### src/hw/rtl/glif_pkg.sv
// ---------------------------------------------------------------------------
// glif package
// types, constants, saturating helpers and the micro-op table of the neuron step
// ---------------------------------------------------------------------------
package glif_pkg;

    localparam int COEFFS_PER_NEURON = 28;
    localparam int BASIS_COUNT       = 4;
    localparam logic [4:0] PERIOD_SLOT = 5'd28;

    localparam logic signed [31:0] FX_ONE = 32'sd16777216;
    localparam logic signed [31:0] FX_MAX = 32'sh7FFFFFFF;
    localparam logic signed [31:0] FX_MIN = 32'sh80000000;
    localparam logic signed [63:0] FX_HALF64 = 64'sd8388608;

    localparam logic [5:0] STEP_SPIKE = 6'd37;
    localparam logic [5:0] STEP_LAST  = 6'd43;

    typedef enum logic [1:0] {
        REG_TIME_STEP  = 2'd0,
        REG_THRESHOLD  = 2'd1,
        REG_HARD_RESET = 2'd2
    } glif_reg_t;

    typedef enum logic [4:0] {
        A_ADAPT0, A_ADAPT1, A_RISE0, A_RISE1, A_RISE2, A_RISE3,
        A_PSC0, A_PSC1, A_PSC2, A_PSC3, A_CUR0, A_CUR1, A_CUR2, A_CUR3,
        A_STEP, A_VOLT, A_K0, A_K2, A_MEAN, A_DAMP, A_COEF
    } a_sel_t;

    typedef enum logic [1:0] {B_COEF, B_OMC, B_ONE, B_U} b_sel_t;

    typedef enum logic [2:0] {D_ZERO, D_T, D_K0, D_K1, D_K2, D_K3} add_sel_t;

    typedef enum logic [4:0] {
        W_T, W_U, W_K0, W_K1, W_K2, W_K3, W_NR0, W_NR1, W_NR2, W_NR3,
        W_NP0, W_NP1, W_NP2, W_NP3, W_MEAN, W_DAMP, W_CAND, W_R26,
        W_ADAPT0, W_ADAPT1
    } dst_t;

    typedef enum logic [1:0] {C_ALWAYS, C_ACTIVE, C_FIRED} cond_t;

    typedef struct packed {
        a_sel_t     a_sel;
        b_sel_t     b_sel;
        add_sel_t   add_sel;
        dst_t       dst;
        logic [4:0] slot;
        cond_t      cond;
    } uop_t;

    typedef struct packed {
        logic       clearing;
        logic       capture;
        logic       load;
        logic       latch;
        logic       mul;
        logic       wb;
        logic       spike1;
        logic       spike2;
        logic       write;
        uop_t       uop;
        logic [4:0] coef_slot;
    } glif_cmd_t;

    typedef struct packed {
        logic clear_last;
        logic in_range;
        logic out_busy;
    } glif_sts_t;

    typedef struct packed {
        logic [3:0][31:0] psc;
        logic [3:0][31:0] rise;
        logic [1:0][31:0] adapt;
        logic [14:0]      refr;
        logic [31:0]      volt;
    } glif_row_t;

    function automatic logic signed [31:0] fx_add(input logic signed [31:0] a,
                                                  input logic signed [31:0] b);
        logic signed [32:0] s;
        s = {a[31], a} + {b[31], b};
        if (s[32] != s[31]) begin
            return s[32] ? FX_MIN : FX_MAX;
        end
        return s[31:0];
    endfunction

    function automatic logic signed [31:0] fx_neg(input logic signed [31:0] a);
        if (a == FX_MIN) begin
            return FX_MAX;
        end
        return -a;
    endfunction

    function automatic logic signed [31:0] fx_sat64(input logic signed [63:0] x);
        if (x > 64'sd2147483647) begin
            return FX_MAX;
        end
        if (x < -64'sd2147483648) begin
            return FX_MIN;
        end
        return x[31:0];
    endfunction

    // one micro-op per step of the shared multiply-add unit
    function automatic uop_t glif_uop(input logic [5:0] step);
        uop_t u;
        u = '{A_COEF, B_ONE, D_ZERO, W_U, 5'd0, C_ALWAYS};
        case (step)
            6'd0:  u = '{A_ADAPT1, B_COEF, D_ZERO, W_T,    5'd15, C_ALWAYS};
            6'd1:  u = '{A_ADAPT0, B_COEF, D_T,    W_MEAN, 5'd14, C_ALWAYS};
            6'd2:  u = '{A_RISE0,  B_COEF, D_ZERO, W_T,    5'd22, C_ALWAYS};
            6'd3:  u = '{A_PSC0,   B_COEF, D_T,    W_K0,   5'd18, C_ALWAYS};
            6'd4:  u = '{A_CUR0,   B_COEF, D_ZERO, W_T,    5'd4,  C_ALWAYS};
            6'd5:  u = '{A_RISE0,  B_COEF, D_T,    W_NR0,  5'd0,  C_ALWAYS};
            6'd6:  u = '{A_STEP,   B_COEF, D_ZERO, W_U,    5'd0,  C_ALWAYS};
            6'd7:  u = '{A_RISE0,  B_U,    D_ZERO, W_T,    5'd0,  C_ALWAYS};
            6'd8:  u = '{A_PSC0,   B_COEF, D_T,    W_NP0,  5'd0,  C_ALWAYS};
            6'd9:  u = '{A_RISE1,  B_COEF, D_ZERO, W_T,    5'd23, C_ALWAYS};
            6'd10: u = '{A_PSC1,   B_COEF, D_T,    W_K1,   5'd19, C_ALWAYS};
            6'd11: u = '{A_CUR1,   B_COEF, D_ZERO, W_T,    5'd5,  C_ALWAYS};
            6'd12: u = '{A_RISE1,  B_COEF, D_T,    W_NR1,  5'd1,  C_ALWAYS};
            6'd13: u = '{A_STEP,   B_COEF, D_ZERO, W_U,    5'd1,  C_ALWAYS};
            6'd14: u = '{A_RISE1,  B_U,    D_ZERO, W_T,    5'd1,  C_ALWAYS};
            6'd15: u = '{A_PSC1,   B_COEF, D_T,    W_NP1,  5'd1,  C_ALWAYS};
            6'd16: u = '{A_RISE2,  B_COEF, D_ZERO, W_T,    5'd24, C_ALWAYS};
            6'd17: u = '{A_PSC2,   B_COEF, D_T,    W_K2,   5'd20, C_ALWAYS};
            6'd18: u = '{A_CUR2,   B_COEF, D_ZERO, W_T,    5'd6,  C_ALWAYS};
            6'd19: u = '{A_RISE2,  B_COEF, D_T,    W_NR2,  5'd2,  C_ALWAYS};
            6'd20: u = '{A_STEP,   B_COEF, D_ZERO, W_U,    5'd2,  C_ALWAYS};
            6'd21: u = '{A_RISE2,  B_U,    D_ZERO, W_T,    5'd2,  C_ALWAYS};
            6'd22: u = '{A_PSC2,   B_COEF, D_T,    W_NP2,  5'd2,  C_ALWAYS};
            6'd23: u = '{A_RISE3,  B_COEF, D_ZERO, W_T,    5'd25, C_ALWAYS};
            6'd24: u = '{A_PSC3,   B_COEF, D_T,    W_K3,   5'd21, C_ALWAYS};
            6'd25: u = '{A_CUR3,   B_COEF, D_ZERO, W_T,    5'd7,  C_ALWAYS};
            6'd26: u = '{A_RISE3,  B_COEF, D_T,    W_NR3,  5'd3,  C_ALWAYS};
            6'd27: u = '{A_STEP,   B_COEF, D_ZERO, W_U,    5'd3,  C_ALWAYS};
            6'd28: u = '{A_RISE3,  B_U,    D_ZERO, W_T,    5'd3,  C_ALWAYS};
            6'd29: u = '{A_PSC3,   B_COEF, D_T,    W_NP3,  5'd3,  C_ALWAYS};
            6'd30: u = '{A_VOLT,   B_OMC,  D_ZERO, W_T,    5'd27, C_ALWAYS};
            6'd31: u = '{A_VOLT,   B_COEF, D_T,    W_DAMP, 5'd27, C_ALWAYS};
            6'd32: u = '{A_K0,     B_ONE,  D_K1,   W_K0,   5'd0,  C_ALWAYS};
            6'd33: u = '{A_K2,     B_ONE,  D_K3,   W_K2,   5'd0,  C_ALWAYS};
            6'd34: u = '{A_K0,     B_ONE,  D_K2,   W_K0,   5'd0,  C_ALWAYS};
            6'd35: u = '{A_MEAN,   B_COEF, D_K0,   W_T,    5'd13, C_ALWAYS};
            6'd36: u = '{A_DAMP,   B_COEF, D_T,    W_CAND, 5'd12, C_ALWAYS};
            6'd37: u = '{A_COEF,   B_ONE,  D_ZERO, W_R26,  5'd26, C_ALWAYS};
            6'd38: u = '{A_ADAPT0, B_COEF, D_ZERO, W_ADAPT0, 5'd8,  C_ACTIVE};
            6'd39: u = '{A_ADAPT0, B_COEF, D_ZERO, W_T,      5'd16, C_ALWAYS};
            6'd40: u = '{A_COEF,   B_ONE,  D_T,    W_ADAPT0, 5'd10, C_FIRED};
            6'd41: u = '{A_ADAPT1, B_COEF, D_ZERO, W_ADAPT1, 5'd9,  C_ACTIVE};
            6'd42: u = '{A_ADAPT1, B_COEF, D_ZERO, W_T,      5'd17, C_ALWAYS};
            6'd43: u = '{A_COEF,   B_ONE,  D_T,    W_ADAPT1, 5'd11, C_FIRED};
            default: u = '{A_COEF, B_ONE, D_ZERO, W_U, 5'd0, C_ALWAYS};
        endcase
        return u;
    endfunction

endpackage

### src/hw/rtl/glif_ctrl.sv
// ---------------------------------------------------------------------------
// glif controller
// sequences the clearing pass, state fetch, micro-op steps, spike and write back
// ---------------------------------------------------------------------------
module glif_ctrl (
    input  logic                aclk,
    input  logic                aresetn,
    input  logic                s_valid,
    input  logic                s_mode,
    output logic                s_ready,
    input  glif_pkg::glif_sts_t sts,
    output glif_pkg::glif_cmd_t cmd
);
    import glif_pkg::*;

    typedef enum logic [3:0] {
        ST_CLEAR, ST_IDLE, ST_FETCH, ST_LATCH, ST_MUL, ST_WB,
        ST_SPIKE1, ST_SPIKE2, ST_WRITE
    } state_t;

    state_t     state_reg;
    logic [5:0] step_reg;
    logic [5:0] step_next;
    uop_t       ahead;

    always_ff @(posedge aclk) begin
        if (!aresetn) begin
            state_reg <= ST_CLEAR;
            step_reg  <= '0;
        end else begin
            case (state_reg)
                ST_CLEAR: begin
                    if (sts.clear_last) begin
                        state_reg <= ST_IDLE;
                    end
                end
                ST_IDLE: begin
                    if (s_valid && !s_mode && sts.in_range) begin
                        state_reg <= ST_FETCH;
                        step_reg  <= '0;
                    end
                end
                ST_FETCH:  state_reg <= ST_LATCH;
                ST_LATCH:  state_reg <= ST_MUL;
                ST_MUL:    state_reg <= ST_WB;
                ST_WB: begin
                    step_reg <= step_next;
                    if (step_reg == STEP_SPIKE) begin
                        state_reg <= ST_SPIKE1;
                    end else if (step_reg == STEP_LAST) begin
                        state_reg <= ST_WRITE;
                    end else begin
                        state_reg <= ST_MUL;
                    end
                end
                ST_SPIKE1: state_reg <= ST_SPIKE2;
                ST_SPIKE2: state_reg <= ST_MUL;
                ST_WRITE: begin
                    if (!sts.out_busy) begin
                        state_reg <= ST_IDLE;
                    end
                end
                default:   state_reg <= ST_CLEAR;
            endcase
        end
    end

    assign step_next = step_reg + 6'd1;
    assign s_ready   = (state_reg == ST_IDLE);

    // coefficient address runs one step ahead during write back
    assign ahead = glif_uop((state_reg == ST_WB) ? step_next : step_reg);

    always_comb begin
        cmd           = '0;
        cmd.clearing  = (state_reg == ST_CLEAR);
        cmd.capture   = (state_reg == ST_IDLE) && s_valid && !s_mode && sts.in_range;
        cmd.load      = (state_reg == ST_IDLE) && s_valid && s_mode && sts.in_range;
        cmd.latch     = (state_reg == ST_LATCH);
        cmd.mul       = (state_reg == ST_MUL);
        cmd.wb        = (state_reg == ST_WB);
        cmd.spike1    = (state_reg == ST_SPIKE1);
        cmd.spike2    = (state_reg == ST_SPIKE2);
        cmd.write     = (state_reg == ST_WRITE) && !sts.out_busy;
        cmd.uop       = glif_uop(step_reg);
        cmd.coef_slot = ahead.slot;
    end
endmodule

### config.mk
export PLATFORM = sky130hd
export DESIGN_NAME = glif_ctrl
export DESIGN_NICKNAME = d
export VERILOG_FILES = /design/src/hw/rtl/glif_pkg.sv /design/src/hw/rtl/glif_ctrl.sv
export SDC_FILE = /design/constraint.sdc
export NUM_CORES = 1
export LEC_CHECK = 0
export ABC_AREA = 0
export ABC_CLOCK_PERIOD_IN_PS = 2400
export BUFFER_PORTS_ARGS = -buffer_cell sky130_fd_sc_hd__buf_2
export CAP_MARGIN = 10
export CELL_PAD_IN_SITES_DETAIL_PLACEMENT = 0
export CELL_PAD_IN_SITES_GLOBAL_PLACEMENT = 1
export CORE_ASPECT_RATIO = 0.5
export CORE_MARGIN = 8
export CORE_UTILIZATION = 38
export DETAILED_ROUTE_END_ITERATION = 10
export PLACE_DENSITY_LB_ADDON = 0.1
export SYNTH_ARGS = -nofsm -noshare
export SYNTH_HDL_FRONTEND = slang
export SYNTH_SLANG_ARGS = --single-unit
export TNS_END_PERCENT = 100
### constraint.sdc
create_clock -name aclk -period 2.4 [get_ports aclk]
set_input_delay 0.48 -clock aclk [delete_from_list [all_inputs] [get_ports aclk]]
set_output_delay 0.48 -clock aclk [all_outputs]
set_load 0.02 [all_outputs]
# Word level (Yosys, flattened, before mapping)
# Memory sizes are Yosys's and may differ from the RTL's. A register that Yosys moved wholly into a read port is not among the register bits.
# Index checks and enable logic that the tools add are counted.
# totals
elab_cells	44
input_bits	7
memories	2
mem_bits_ro	2816
ff_bits	10
# mem_list
name	depth	width	read_ports	rd_ports_with_merged_regs	write_ports	line_no	rtl
(name not given)	64	22	1	1	0	glif_pkg.sv:111	case (step)
(name not given)	64	22	1	0	0	glif_pkg.sv:111	
# classes
muxes	11
eq_ne	13
n_reduce_logical	15
add_sub_neg	1
# op_table
op	count
4-bit case mux with 8 select lines	1
6-bit 2-to-1 mux	4
4-bit 2-to-1 mux	5
4-bit by 3-bit == test with 1-bit output (second input constant)	4
6-bit == test (second input constant)	2
6-bit case mux with 2 select lines	1
4-bit by 2-bit == test with 1-bit output (second input constant)	2
1-bit logical AND	8
6-bit by 1-bit adder with 6-bit output (second input constant)	1
4-bit by 1-bit == test with 1-bit output (second input constant)	1
4-bit == test (second input constant)	1
4-bit zero test	1
2-bit != test (second input constant)	2
3-bit AND reduction	1
1-bit zero test	2
2-bit by 1-bit != test with 1-bit output (second input constant)	1
2-bit AND reduction	1
2-bit nonzero test	1
2-bit OR reduction	1

# Logic depth before layout (Yosys ltp)
# logic_depth
depth_word	7
depth_mapped	13

# Worst setup path before layout
# Ideal clock, no wire load.
# synth_timing
path_kind	register -> output
from	reg step_reg[1]
to	out cmd[4] in the netlist's numbering
path_slack_ns	-0.513
arrival_ns	2.433
path_buffers	1
stages_incl_launch_ff	12
cell_sequence	dfxtp_1 > inv_1 > ha_1 > nor2_1 > a21o_1 > clkinv_1 > ha_1 > clkbuf_1 > nor3_1 > a2111oi_0 > a21oi_1 > o21ai_0
# synth_lines
element	line_no	rtl
start, declared	glif_ctrl.sv:22	logic [5:0] step_reg;
start signal, assigned	glif_ctrl.sv:47	step_reg <= step_next;
end, declared	glif_ctrl.sv:12	output glif_pkg::glif_cmd_t cmd

==> flow_metrics.py <==
metrics = {
    "sta": {
        "relSlewSlack": 0.554,
        "rsz0062_at_grt": "true",
        "hold_viol": 0,
        "final_max_slew_viol_count": 0,
        "final-setup-viol-count": 11,
        "tns_ns": -1.73,
        "fmax_ghz": 0.362,
        "fin_ws_ns": -0.363,
        "finalClockSkew_ns": 0.00987,
        "max_slew.worst_pin.slew_ns": 0.669,
        "layout_min_cycle_time_ns": 2.76,
        "min_period_over_period": 1.15,
    },
    "run_status": {
        "violations": "negative setup slack",
        "outcome": "finished, violations left",
    },
    "cells_and_area": {
        "nNetsFinal": 571,
        "final_util": 0.717,
        "fin_area_um2": 5190,
        "areaGrowthSynthToFinish_pct": 85.1,
        "drive_gt1_frac": 0.602,
        "diodes": 0,
        "largest_register_ffs": 22,
    },
    "power": {
        "peakVddDrop_mv": 0.424,
        "p_leak_nw": 2.29,
        "p_per_area_nw_per_um2": 311,
        "power_mw": 1.61,
    },
    "critical_path": {
        "start_kind": "register",
        "cp_common_cell": "buf_6",
        "cp.arrival_ns": 2.28,
        "end_kind": "output pin",
        "critical_path.top_delay_family": "simple AND/OR/NAND/NOR gates",
        "path_buf_inv": 3,
        "crit_chain": "nand4bb_4, buf_6, or3_4, and2_4, buf_6, nand2_1, o32ai_1, o21ai_1, o31ai_2, buf_4",
        "path_class": "reg -> out",
        "slowest_delay_ns": 0.38,
        "crit_fanout": 7,
        "slowest_stage": "or3_4",
        "critPathRequiredTime_ns": 1.92,
    },
    "clock_tree": {
        "cts_hold_buffers": 0,
        "root_buffer": "clkbuf_16",
        "cts_made_buffers": 5,
        "cts_tree": "built",
        "clock_latency_ns": 0.29,
        "path_clk_slew_ns": 0.06,
        "htreeDepth": 2,
        "clock_sinks": 32,
        "ctsLongestPathBuffers": 2,
    },
    "global_route": {
        "grt_pass1_vias": 3425,
        "grt_pass1_wl_um": 17700,
        "grt_start_max_net_pins": 23,
        "antenna_found_initial": 0,
        "grt.overflow.total": 0,
        "track_usage": 0.208,
    },
    "placement": {
        "gp_routability_congestion": 0.906,
        "pre_cts_ws_ns": -0.261,
        "placement.io_buffers": 43,
        "placed_cell_area_um2": 3890,
        "place_hpwl_um": 8040,
    },
    "floorplan": {
        "die-width_um": 137,
        "io_pins": 44,
        "die_area_um2": 10600,
        "rows": 22,
        "die_h_um": 76.7,
        "coreArea_um2": 7240,
        "start_util": 0.387,
    },
    "route": {
        "drt_iter0_markers": 257,
        "via_per_inst": 5.71,
        "drt-wirelength-per-cell_um": 18.7,
        "dr_wl_met3_um": 646,
        "post-route-drc-count": 0,
        "dr_total_vias": 3686,
        "ant_nets": 0,
        "wl_met2_um": 5960,
        "wl_met1_um": 5210,
        "detail_route.wirelength_um": 12100,
        "drtPass1Iterations": 5,
        "maxUsedRoutingLayer": "met4",
    },
    "logic_synthesis": {
        "synth_edf_count": 0,
        "ys_seq_area_frac": 0.228,
        "async_flop_share": 0,
        "syn_nets": 405,
        "ys_ff_latch": 32,
        "synth_flop_cell": "dfxtp_1",
        "yosysMostFrequentCell": "nand2_1",
        "synth_common_cells": "nand2_1 (42), dfxtp_1 (32), a21oi_1 (30)",
        "synth_cell_types": 71,
        "synth_area_per_cell_um2": 7.32,
        "syn_inst": 383,
        "yosysTopAreaCell": "dfxtp_1",
        "synth_top_area_frac": 0.228,
        "syn_area_um2": 2800,
        "synth_area_leaders": "dfxtp_1 (23%), ha_1 (6.7%), nand2_1 (5.6%)",
        "yosysWarnings": 0,
    },
    "hold_path": {
        "hp-class": "reg -> reg",
    },
    "flow_run": {
        "drv_cap": 0,
    },
}
[tightest hold or removal path, stage by stage, from the launching register on]
cell and delay [ns]:
dfxtp_2 0.34, buf_6 0.14, nor4b_1 0.06
[path summary, 6_finish.rpt]
path         slack (ns)                        end  cells after the start                       from
max               -0.36                     cmd[3]                     10  state_reg[1]$_SDFFE_PN0P_
min                0.57  state_reg[1]$_SDFFE_PN0P_                      2  state_reg[3]$_SDFFE_PN0P_
max reg2reg       -0.05            cmd[24]$_DFF_P_                     11  state_reg[1]$_SDFFE_PN0P_
min reg2reg        0.57  state_reg[1]$_SDFFE_PN0P_                      2  state_reg[3]$_SDFFE_PN0P_
[repair_timing]
action / in CTS / in global routing
setup endpoints to repair: 24 / 27
setup buffers: 13 / 25
cloned: 1 / 0
pin swaps: 22 / 45
gates resized for setup: 115 / 98
[cells in the final DEF, fill, tap and decap left out, types with 5 or more instances in the layout]
master | Yosys | final
a211oi_2 | 0 | 5
a21oi_1 | 30 | 23
a21oi_2 | 1 | 7
buf_2 | 11 | 38
buf_4 | 0 | 117
buf_6 | 5 | 26
buf_8 | 0 | 7
clkbuf_16 | 0 | 5
dfxtp_1 | 32 | 27
ha_4 | 0 | 7
inv_1 | 12 | 7
mux2i_1 | 5 | 5
nand2_1 | 42 | 27
nand2_2 | 0 | 8
nand2_4 | 0 | 6
nand3_1 | 14 | 8
nand3_2 | 0 | 5
nor2_1 | 29 | 20
nor2_4 | 1 | 9
nor3_1 | 15 | 6
nor3_2 | 1 | 5
nor3_4 | 0 | 5
o21ai_0 | 26 | 14
o21ai_1 | 4 | 8
o21ai_2 | 0 | 8
[metal layers]
layer / global-route usage / vias up
met5: 0 / -
met1: 0.266 / 1794
met3: 0.0475 / 26
met2: 0.344 / 126
li1: - / 1740
met4: 0.0538 / 0
[report_power, final]
part           internal (mW)  switching, mW
Clock                  0.409          0.254
Combinational          0.189          0.200
Sequential             0.549         0.0140
[stage by stage]
step,std cells,hold slack [ns]
floorplan,383,0.530
global placement,603,0.568
detailed placement,603,0.577
CTS,625,0.587
global route,646,0.592
finish,646,0.567
[cells by family after synthesis]
| group | share of synthesized area |
|---|---|
| buffers and inverters | 0.0906 |
| AOI/OAI and AO/OA | 0.311 |
| DFF | 0.228 |
| muxes | 0.0178 |
| xor gates and xnor gates | 0.0187 |
| adders and majority gates | 0.0669 |
| and+or+nand+nor | 0.266 |
[final cells by class]
| class | instances | area (µm²) |
|---|---|---|
| Multi-Input combinational cell | 301 | 2640 |
| Tap cell | 96 | 120 |
| Timing Repair Buffer | 192 | 1550 |
| Sequential cell | 32 | 649 |
| Clock buffer | 6 | 139 |
| Clock inverter | 2 | 10.0 |
| Inverter | 17 | 88.8 |
| Fill cell | 557 | 2050 |
(Power assumes the default switching activity.)
